## config.mk

```make
export PLATFORM = sky130hd
export DESIGN_NAME = gcbst_ram
export DESIGN_NICKNAME = d
export VERILOG_FILES = /design/src/design/gcbst_ram.sv
export SDC_FILE = /design/constraint.sdc
export NUM_CORES = 2
export LEC_CHECK = 0
export ABC_AREA = 1
export ABC_CLOCK_PERIOD_IN_PS = 5400
export BUFFER_PORTS_ARGS = -buffer_cell sky130_fd_sc_hd__buf_2
export CELL_PAD_IN_SITES_DETAIL_PLACEMENT = 1
export CELL_PAD_IN_SITES_GLOBAL_PLACEMENT = 1
export CORE_ASPECT_RATIO = 0.75
export CORE_MARGIN = 3
export CORE_UTILIZATION = 50
export CTS_CLUSTER_SIZE = 8
export DETAILED_ROUTE_END_ITERATION = 10
export PLACE_DENSITY_LB_ADDON = 0.1
export SYNTH_ARGS = -nofsm -noshare
export SYNTH_HDL_FRONTEND = slang
export SYNTH_SLANG_ARGS = --single-unit
export TNS_END_PERCENT = 50
```

## constraint.sdc

```tcl
create_clock -name clk -period 5.4 [get_ports clk]
set_input_delay 1.62 -clock clk [delete_from_list [all_inputs] [get_ports clk]]
set_output_delay 1.62 -clock clk [all_outputs]
set_load 0.05 [all_outputs]
```

## src/design/gcbst_ram.sv

```systemverilog
// gcbst_ram: generic single-port-write, single-read ram with registered read
// no dependencies
module gcbst_ram #(
  parameter int unsigned WIDTH = 8,
  parameter int unsigned DEPTH = 256
) (
  input  logic                     clk,
  input  logic                     wr_en,
  input  logic [$clog2(DEPTH)-1:0] wr_addr,
  input  logic [WIDTH-1:0]         wr_data,
  input  logic [$clog2(DEPTH)-1:0] rd_addr,
  output logic [WIDTH-1:0]         rd_data
);

  logic [WIDTH-1:0] mem [DEPTH];

  always_ff @(posedge clk) begin
    if (wr_en) begin
      mem[wr_addr] <= wr_data;
    end
    rd_data <= mem[rd_addr];
  end

endmodule

```

==> flow_summary.toml <==
[status]
status = "finished, final reports clean"

[worst_setup_path]
cp-end-kind = "flip-flop"
r2r-start = "mem[215][2]"
start_kind = "input port"
slowest_stage = "inv_16"
crit_fanout = 149
path_cells = "buf_8, inv_16, buf_4, nand2_1, nand3_1, nand3_1, nand3_1, nand3_1, nand3_1, nand3_1, nand2_1, nand2_1, nand2_1"
arrival_ns = 4.50
critPathKind = "in -> reg"
cp-startpoint = "rd_addr[0]"
crit_top_cell = "nand3_1"
cp_slowest_stage_delay_ns = 0.51
critPathRequiredTime_ns = 6.23

[logic_synthesis]
synth_top_family_by_area = "simple AND/OR/NAND/NOR gates"
yosysUniqueCellTypes = 14
muxShareOfSynthArea_pct = 0
ys_warn_count = 0
synth-xor-area-share_pct = 0
syn_avg_cell_area_sq_um = 11.91
yosys_register_bits = 2056
syn-cell-area_sq_um = 83400
synth_simple_gate_area_share_pct = 22.95
seq_area_frac_synth_pct = 73.94
synthAdderAreaFrac_pct = 0
synth_fp_nets = 7029
synth_cells = 7003
synth-compound-area-share_pct = 0

[grt]
antenna_found_initial = 14
grt_pass1_wl_mm = 394.0
grt_pass1_vias = 59242
grt_start_max_net_pins = 150
grtUsageTotal_pct = 30.77
overflow = 0

[placed_design]
globalplace.congestion = 0.8381
dpl.hpwl_mm = 152.5
port_buffers = 33

[pwr]
p_per_area_nw_per_um2 = 386.3
p_leak_nw = 33.13
ir_worst_vdd_v = 0.0003726
p_total_mw = 36.53

[routing]
drtAntennaViolNets = 0
drcViolationCount = 0
wl_mm = 266.4
first_pass_iters = 6
drt-initial-drc-count = 6456
wl_per_cell_um = 28.38
num_vias = 57659
vias_per_cell = 6.144

[sta]
setup_violations = 0
fmax_mhz = 272.6
slew_violations = 0
max_slew_margin_pct = 19.25
tightest_slew_ns = 1.207
finalCritPeriodShare_pct = 67.94
fin_tns_setup_ns = 0
rsz0062_at_grt = "false"
hold_viol = 0
fin_crit_ns = 3.669
finClkSkew_ns = 0.03278

[cts]
clock_sinks = 2056
clkLatencyLatePin_ns = 0.90
cts_tree = "done"
cts_max_level = 5
post_cts_buffers = 0
clockRootBuffer = "clkbuf_16"
cts_hold_buf = 0
cts_made_buffers = 307
cts_resized = 0
clk_pin_slew_worst_paths_ns = 0.05
clockBufferDepth = 4

[final_layout]
final_cell_mix = "2115 x nand2_1, 2048 x edfxtp_1, 2019 x nand3_1, 312 x clkbuf_16, 283 x nor2_1"
fill_cells = 16644
drive_above_1_share_pct = 8.589
fin_nets = 7134
syn2layout_area_growth_pct = 13.40
final_common_cell = "nand2_1"

[floorplan]
floorplan.die.width_um = 477.6
rows = 129
die_y_um = 359.7
core-area_sq_um = 165300
boundaryPins = 34
start_util_pct = 50.46
die-area_sq_um = 171800

[hold_path]
hp-start = "mem[25][1]"
min_path_type = "reg -> reg"

[flow_run]
drv_cap = 0
==> sequential cells by signal, indices dropped and copies added (netlist names) <==
signal	flops
mem	2048
rd_data	8
==> synth_stat cells (all sizes together) <==
| master | number | area (sq um) |
|---|---|---|
| nand2 | 2123 | 7969 |
| nor2 | 283 | 1062 |
| inv | 39 | 148.9 |
| nand3 | 2019 | 10100 |
| buf | 371 | 2032 |
| edfxtp | 2048 | 61500 |
| dfxtp | 8 | 160.2 |
| clkbuf | 112 | 420.4 |
==> layer usage <==
| layer | vias to the layer above | routed length (um) | global-route usage, % |
|---|---|---|---|
| met3 | 492 | 23640 | 6.266 |
| met4 | 2 | 7780 | 9.505 |
| li1 | 24994 | - | - |
| met2 | 2632 | 121400 | 46.91 |
| met1 | 29539 | 113600 | 44.83 |
| met5 | - | 10 | 0 |
==> worst paths after layout <==
path / slack, ns / cells past startpoint / endpoint
worst max-delay path: 1.73 / 13 / rd_data[1]
worst min-delay path: 1.0 / 10 / rd_data[1]
worst max register to register: 3.36 / 10 / rd_data[2]
worst min register to register: 1.0 / 10 / rd_data[1]
==> final cells by class <==
cell class,instances,area [sq um],share of cell area [%]
diodes,9,22.52,0.02382
clock buffers,340,7913,8.367
clock inverters,10,110.1,0.1164
inverters,39,180.2,0.1905
multi-input cells,4425,19160,20.26
flip-flops and latches,2056,61660,65.20
well taps,2227,2786,2.946
repair buffers,279,2741,2.899
==> power by group <==
part	internal, mW	switching [mW]
Combinational	0.500	1.69
Sequential	17.6	0.0127
Clock	10.2	6.53
==> critical path, delay by kind of cell <==
| kind | cells | cell delay, ns |
|---|---|---|
| and+or+nand+nor | 10 | 1.54 |
| buffers and inverters | 3 | 1.18 |
==> stage by stage <==
step	setup slack, ns	cells	hold WS [ns]	utilization (%)	instance area (sq um)
4_1_cts	1.836	9376	0.9980	57.20	94550
3_3_place_gp	0.9425	9026	0.9742	52.35	86520
5_1_grt	1.678	9382	1.086	57.21	94560
6_report	1.731	9385	0.9979	57.22	94570
2_1_floorplan	2.289	7003	0.8355	-	83400
3_5_place_dp	0.9021	9026	0.9849	52.35	86520
==> cell families after synthesis <==
group | after synthesis
and+or+nand+nor | 4425
DFF | 2056
buffers and inverters | 522
Note: power is estimated with default switching activity, not from simulation.
