File: config.mk
export PLATFORM = sky130hd
export DESIGN_NAME = gcbst_cell_unit
export DESIGN_NICKNAME = d
export VERILOG_FILES = /design/src/design/gcbst_pkg.sv /design/src/design/gcbst_cell_unit.sv
export SDC_FILE = /design/constraint.sdc
export NUM_CORES = 2
export LEC_CHECK = 0
export BUFFER_PORTS_ARGS = -buffer_cell sky130_fd_sc_hd__buf_2
export CORE_ASPECT_RATIO = 0.75
export CORE_MARGIN = 2
export CORE_UTILIZATION = 57
export CTS_CLUSTER_SIZE = 8
export DETAILED_ROUTE_END_ITERATION = 10
export PLACE_DENSITY = 0.86
export SLEW_MARGIN = 20
export SYNTH_ARGS = -nofsm -noshare
export SYNTH_HDL_FRONTEND = slang
export SYNTH_SLANG_ARGS = --single-unit
File: constraint.sdc
create_clock -name clk -period 34.3 [get_ports clk]
set_clock_uncertainty 0.15 [all_clocks]
set_input_delay 6.86 -clock clk [delete_from_list [all_inputs] [get_ports clk]]
set_output_delay 6.86 -clock clk [all_outputs]
set_load 0.02 [all_outputs]
File: src/design/gcbst_pkg.sv
// gcbst_pkg: shared types and constants for the grid cell best-score table
// no dependencies
package gcbst_pkg;

  localparam int unsigned COORD_W = 32;
  localparam int unsigned SCALE_W = 24;
  localparam int unsigned SCORE_W = 32;
  localparam int unsigned ID_W    = 32;
  localparam int unsigned AXIS_W  = 16;   // stored width of one cell field
  localparam int unsigned ATOM_W  = 3 * AXIS_W;
  localparam int unsigned KEY_W   = 3 * ATOM_W;

  localparam logic [SCORE_W-1:0] ABSENT_SCORE = 32'd4259840000;

  typedef enum logic [1:0] {
    FUNC_ADD   = 2'd0,
    FUNC_QUERY = 2'd1,
    FUNC_CLEAR = 2'd2,
    FUNC_NOP   = 2'd3
  } func_t;

  // cell unit handshake
  typedef struct packed {
    logic start;
  } cell_req_t;

  typedef struct packed {
    logic busy;
    logic done;
  } cell_sts_t;

endpackage

File: src/design/gcbst_cell_unit.sv
// gcbst_cell_unit: turns nine coordinates into nine saturated cells, one per cycle
// through one shared 32x24 multiplier; depends on gcbst_pkg
module gcbst_cell_unit #(
  parameter int unsigned CELL_BITS = 16
) (
  input  logic                                  clk,
  input  logic                                  rst_n,
  input  gcbst_pkg::cell_req_t                  req,
  input  logic [9*gcbst_pkg::COORD_W-1:0]       coords,
  input  logic [gcbst_pkg::SCALE_W-1:0]         scale,
  output gcbst_pkg::cell_sts_t                  sts,
  output logic [gcbst_pkg::KEY_W-1:0]           key
);

  localparam int unsigned PROD_W = gcbst_pkg::COORD_W + gcbst_pkg::SCALE_W;
  localparam logic [PROD_W-33:0] LIM = (PROD_W-32)'(1) << (CELL_BITS - 1);

  logic [3:0]                          idx_r, idx_nxt;
  logic                                busy_r, busy_nxt;
  logic                                done_r, done_nxt;
  logic                                pend_r, pend_nxt;   // product register holds a value
  logic                                neg_r;
  logic [3:0]                          pidx_r;
  logic [PROD_W-1:0]                   prod_r;
  logic [gcbst_pkg::KEY_W-1:0]         key_r;

  logic [gcbst_pkg::COORD_W-1:0]       c;
  logic                                neg;
  logic [gcbst_pkg::COORD_W-1:0]       mag;
  logic [PROD_W-33:0]                  q;
  logic [PROD_W-33:0]                  qs;
  logic [gcbst_pkg::AXIS_W-1:0]        axis_cell;

  always_comb begin
    c   = coords[idx_r*gcbst_pkg::COORD_W +: gcbst_pkg::COORD_W];
    neg = c[gcbst_pkg::COORD_W-1];
    mag = neg ? (~c + 1'b1) : c;   // most negative stays 0x80000000, as wanted
    q   = prod_r[PROD_W-1:32];
    if (neg_r) begin
      qs   = (q > LIM) ? LIM : q;
      qs   = ~qs + 1'b1;
    end else begin
      qs   = (q > LIM - 1'b1) ? (LIM - 1'b1) : q;
    end
    axis_cell = gcbst_pkg::AXIS_W'(qs[CELL_BITS-1:0]);
    busy_nxt = busy_r;
    idx_nxt  = idx_r;
    pend_nxt = 1'b0;
    done_nxt = 1'b0;
    if (req.start && !busy_r) begin
      busy_nxt = 1'b1;
      idx_nxt  = '0;
    end else if (busy_r) begin
      if (idx_r != 4'd9) begin
        pend_nxt = 1'b1;
        idx_nxt  = idx_r + 1'b1;
      end else if (!pend_r) begin
        busy_nxt = 1'b0;
        done_nxt = 1'b1;
      end
    end
  end

  always_ff @(posedge clk) begin
    if (!rst_n) begin
      busy_r <= 1'b0;
      done_r <= 1'b0;
      pend_r <= 1'b0;
      idx_r  <= '0;
    end else begin
      busy_r <= busy_nxt;
      done_r <= done_nxt;
      pend_r <= pend_nxt;
      idx_r  <= idx_nxt;
    end
    prod_r <= PROD_W'(mag) * PROD_W'(scale);
    neg_r  <= neg;
    pidx_r <= idx_r;
    if (pend_r) begin
      key_r[pidx_r*gcbst_pkg::AXIS_W +: gcbst_pkg::AXIS_W] <= axis_cell;
    end
  end

  assign sts.busy = busy_r;
  assign sts.done = done_r;
  assign key      = key_r;

endmodule

==> reports/metrics.yaml <==
cts.sinks: 180
hold_depth: 1
die_w_um: 285
cpMostUsedCell: "fa_1"
dpl-instance-area_mm2: 0.0369
fmax_mhz: 57.0
synth_flop_cell: "edfxtp_1"
cts_made_buffers: 17
routed_wl_um: 114000
grt_remaining_overflow: 0
cts_tree: "yes"
async_flop_share_pct: 0
avgSynthCellArea_um2: 9.56
fp-row-count: 77
drc_errors: 0
maxCapViolations: 0
avgViaCountPerCell: 5.93
grt_pass1_vias: 29147
drv_slew: 0
htree_levels: 4
final_cell_area_mm2: 0.0375
io_pins: 461
cts_resized: 0
start_kind: "input port"
slowest_delay_ns: 0.75
rsz0062_at_grt: "false"
slowest_stage: "a2111oi_2"
fp.dieArea_mm2: 0.0611
hp-class: "flop to flop"
grt_most_used_layer: "met2"
clkTransAtPathRegs_ns: 0.08
clk_latency_ns: 0.44
grt_max_degree: 44
cp.required_ns: 34.47
syn-cell-area_mm2: 0.0337
cp-end-kind: "flop"
synth-seq-area-share_pct: 15.0
min_period_ns: 17.54
die-height_um: 215
setup_viol: 0
grt_use_met3_pct: 15.1
clk_path_buf_depth: 2
antenna_found_initial: 20
ys_ff_latch: 180
fin_setup_tns_ns: 0
vias: 27710
hold_viol: 0
status: "complete, no violations"
cts-root-buf: "clkbuf_16"
path_max_fanout: 27
yosysWarnings: 0
synth_edf_count: 144
start_util_pct: 57.5
areaGrowthSynthToFinish_pct: 11.3
period_share_pct: 51.1
max_slew_margin_pct: 20.1
post_cts_buffers: 0
drive_above_1_share_pct: 17.1
grt_usage_pct: 38.1
grtUsageMet2_pct: 56.0
nNetsFinal: 5012
final_common_cell: "inv_1"
worstMarginPinSlew_ns: 1.20
portBuffers: 460
gp_congestion: 1.02
hpwl_um: 86800
synth.distinct_cells: 83
postSynthCellCount: 3526
cp.arrival_ns: 17.71
postCtsHoldBufs: 0
wire_per_inst_um: 24.4
dr.pass1.iters: 8
core-area_mm2: 0.0587
critical_path_class: "input port to flop"
syn_nets: 4682
use_met1_pct: 48.7
ant_nets: 0
grt_pass1_wl_um: 174000
most-common-layout-cells: "735 x inv_1, 657 x fa_1, 476 x nand2_1, 460 x buf_2, 371 x and2_1"
drtIter0Drc: 3065
reg2reg_depth: 34
flip-flops by register name, summed over array words and instances, names as in the netlist:
name and count:
neg_r 1, key 144, pidx_r 4, prod_r 24, done_r 1, busy_r 1, idx_r 4, pend_r 1
worst max-delay path: cells and delay by family:
kind	cells	cell delay, ns
AOI/OAI and AO/OA	6	2.26
xor gates and xnor gates	1	0.37
adders and majority gates	9	4.19
buffers and inverters	8	0.82
muxes	1	0.45
and+or+nand+nor	8	2.72
Yosys cell counts (10+ instances only):
master	instances	area [um2]
nor2_1	191	717
or3_1	12	75.1
nor3_1	13	65.1
ha_1	184	2300
dfxtp_1	36	721
mux2i_1	36	360
nand4_1	15	93.8
xor2_1	23	201
o31ai_1	10	75.1
edfxtp_1	144	4320
o21ai_0	51	255
mux4_2	61	1370
nor4_1	10	62.6
clkbuf_1	155	582
fa_1	657	13200
o21ai_1	18	90.1
and2_1	371	2320
a21oi_1	61	305
xnor2_1	31	272
buf_2	24	120
o22ai_1	10	62.6
nand3_1	23	115
nand2_1	476	1790
a31oi_1	10	62.6
inv_1	735	2760
a21o_1	25	188
area by class of cell:
type | instances | area, um2
Sequential cell | 180 | 5050
Inverter | 735 | 2760
Timing Repair Buffer | 507 | 2660
Clock buffer | 17 | 425
Tap cell | 790 | 988
Clock inverter | 15 | 199
Antenna cell | 16 | 40.0
Multi-Input combinational cell | 2415 | 25400
Fill cell | 4524 | 21100
layer usage:
metal / share of wire [%] / vias up / wire [um]
met5: 0.081 / - / 92
met1: 35 / 13601 / 39900
met3: 16 / 486 / 17900
li1: - / 11426 / -
met2: 43 / 2185 / 49200
met4: 6.1 / 12 / 6960
stage by stage:
| stage | setup WS [ns] | utilization (%) | hold WS, ns | instances |
|---|---|---|---|---|
| after CTS | 16.93 | 63.9 | 0.436 | 4658 |
| after global placement | 16.67 | 62.8 | 0.412 | 4625 |
| after detailed placement | 16.48 | 62.8 | 0.423 | 4626 |
| after global routing | 16.39 | 64.0 | 0.450 | 4671 |
| after floorplan | 18.11 | - | 0.203 | 3526 |
| final | 16.76 | 64.0 | 0.447 | 4675 |
cells by family (layout without fill, tap and decap cells):
| kind of cell | Yosys count | after routing | synth area share [%] |
|---|---|---|---|
| mux | 98 | 98 | 5.19 |
| compound gates | 255 | 255 | 5.06 |
| xor+xnor | 56 | 56 | 1.50 |
| buf+inv | 931 | 1274 | 10.7 |
| other cells | 0 | 16 | 0 |
| simple gates | 1165 | 1165 | 16.7 |
| fa+ha+maj | 841 | 841 | 45.8 |
| flops | 180 | 180 | 15.0 |
final timing paths:
check              from         end  slack [ns]
min reg2reg      busy_r      done_r        0.45
max reg2reg    idx_r[0]  prod_r[55]       21.76
min              busy_r      done_r        0.45
max          coords[32]  prod_r[55]       16.76
Power is left out: the tool's default activity adds up to more than one toggle a clock period on the data nets, which glitch-free logic cannot reach.
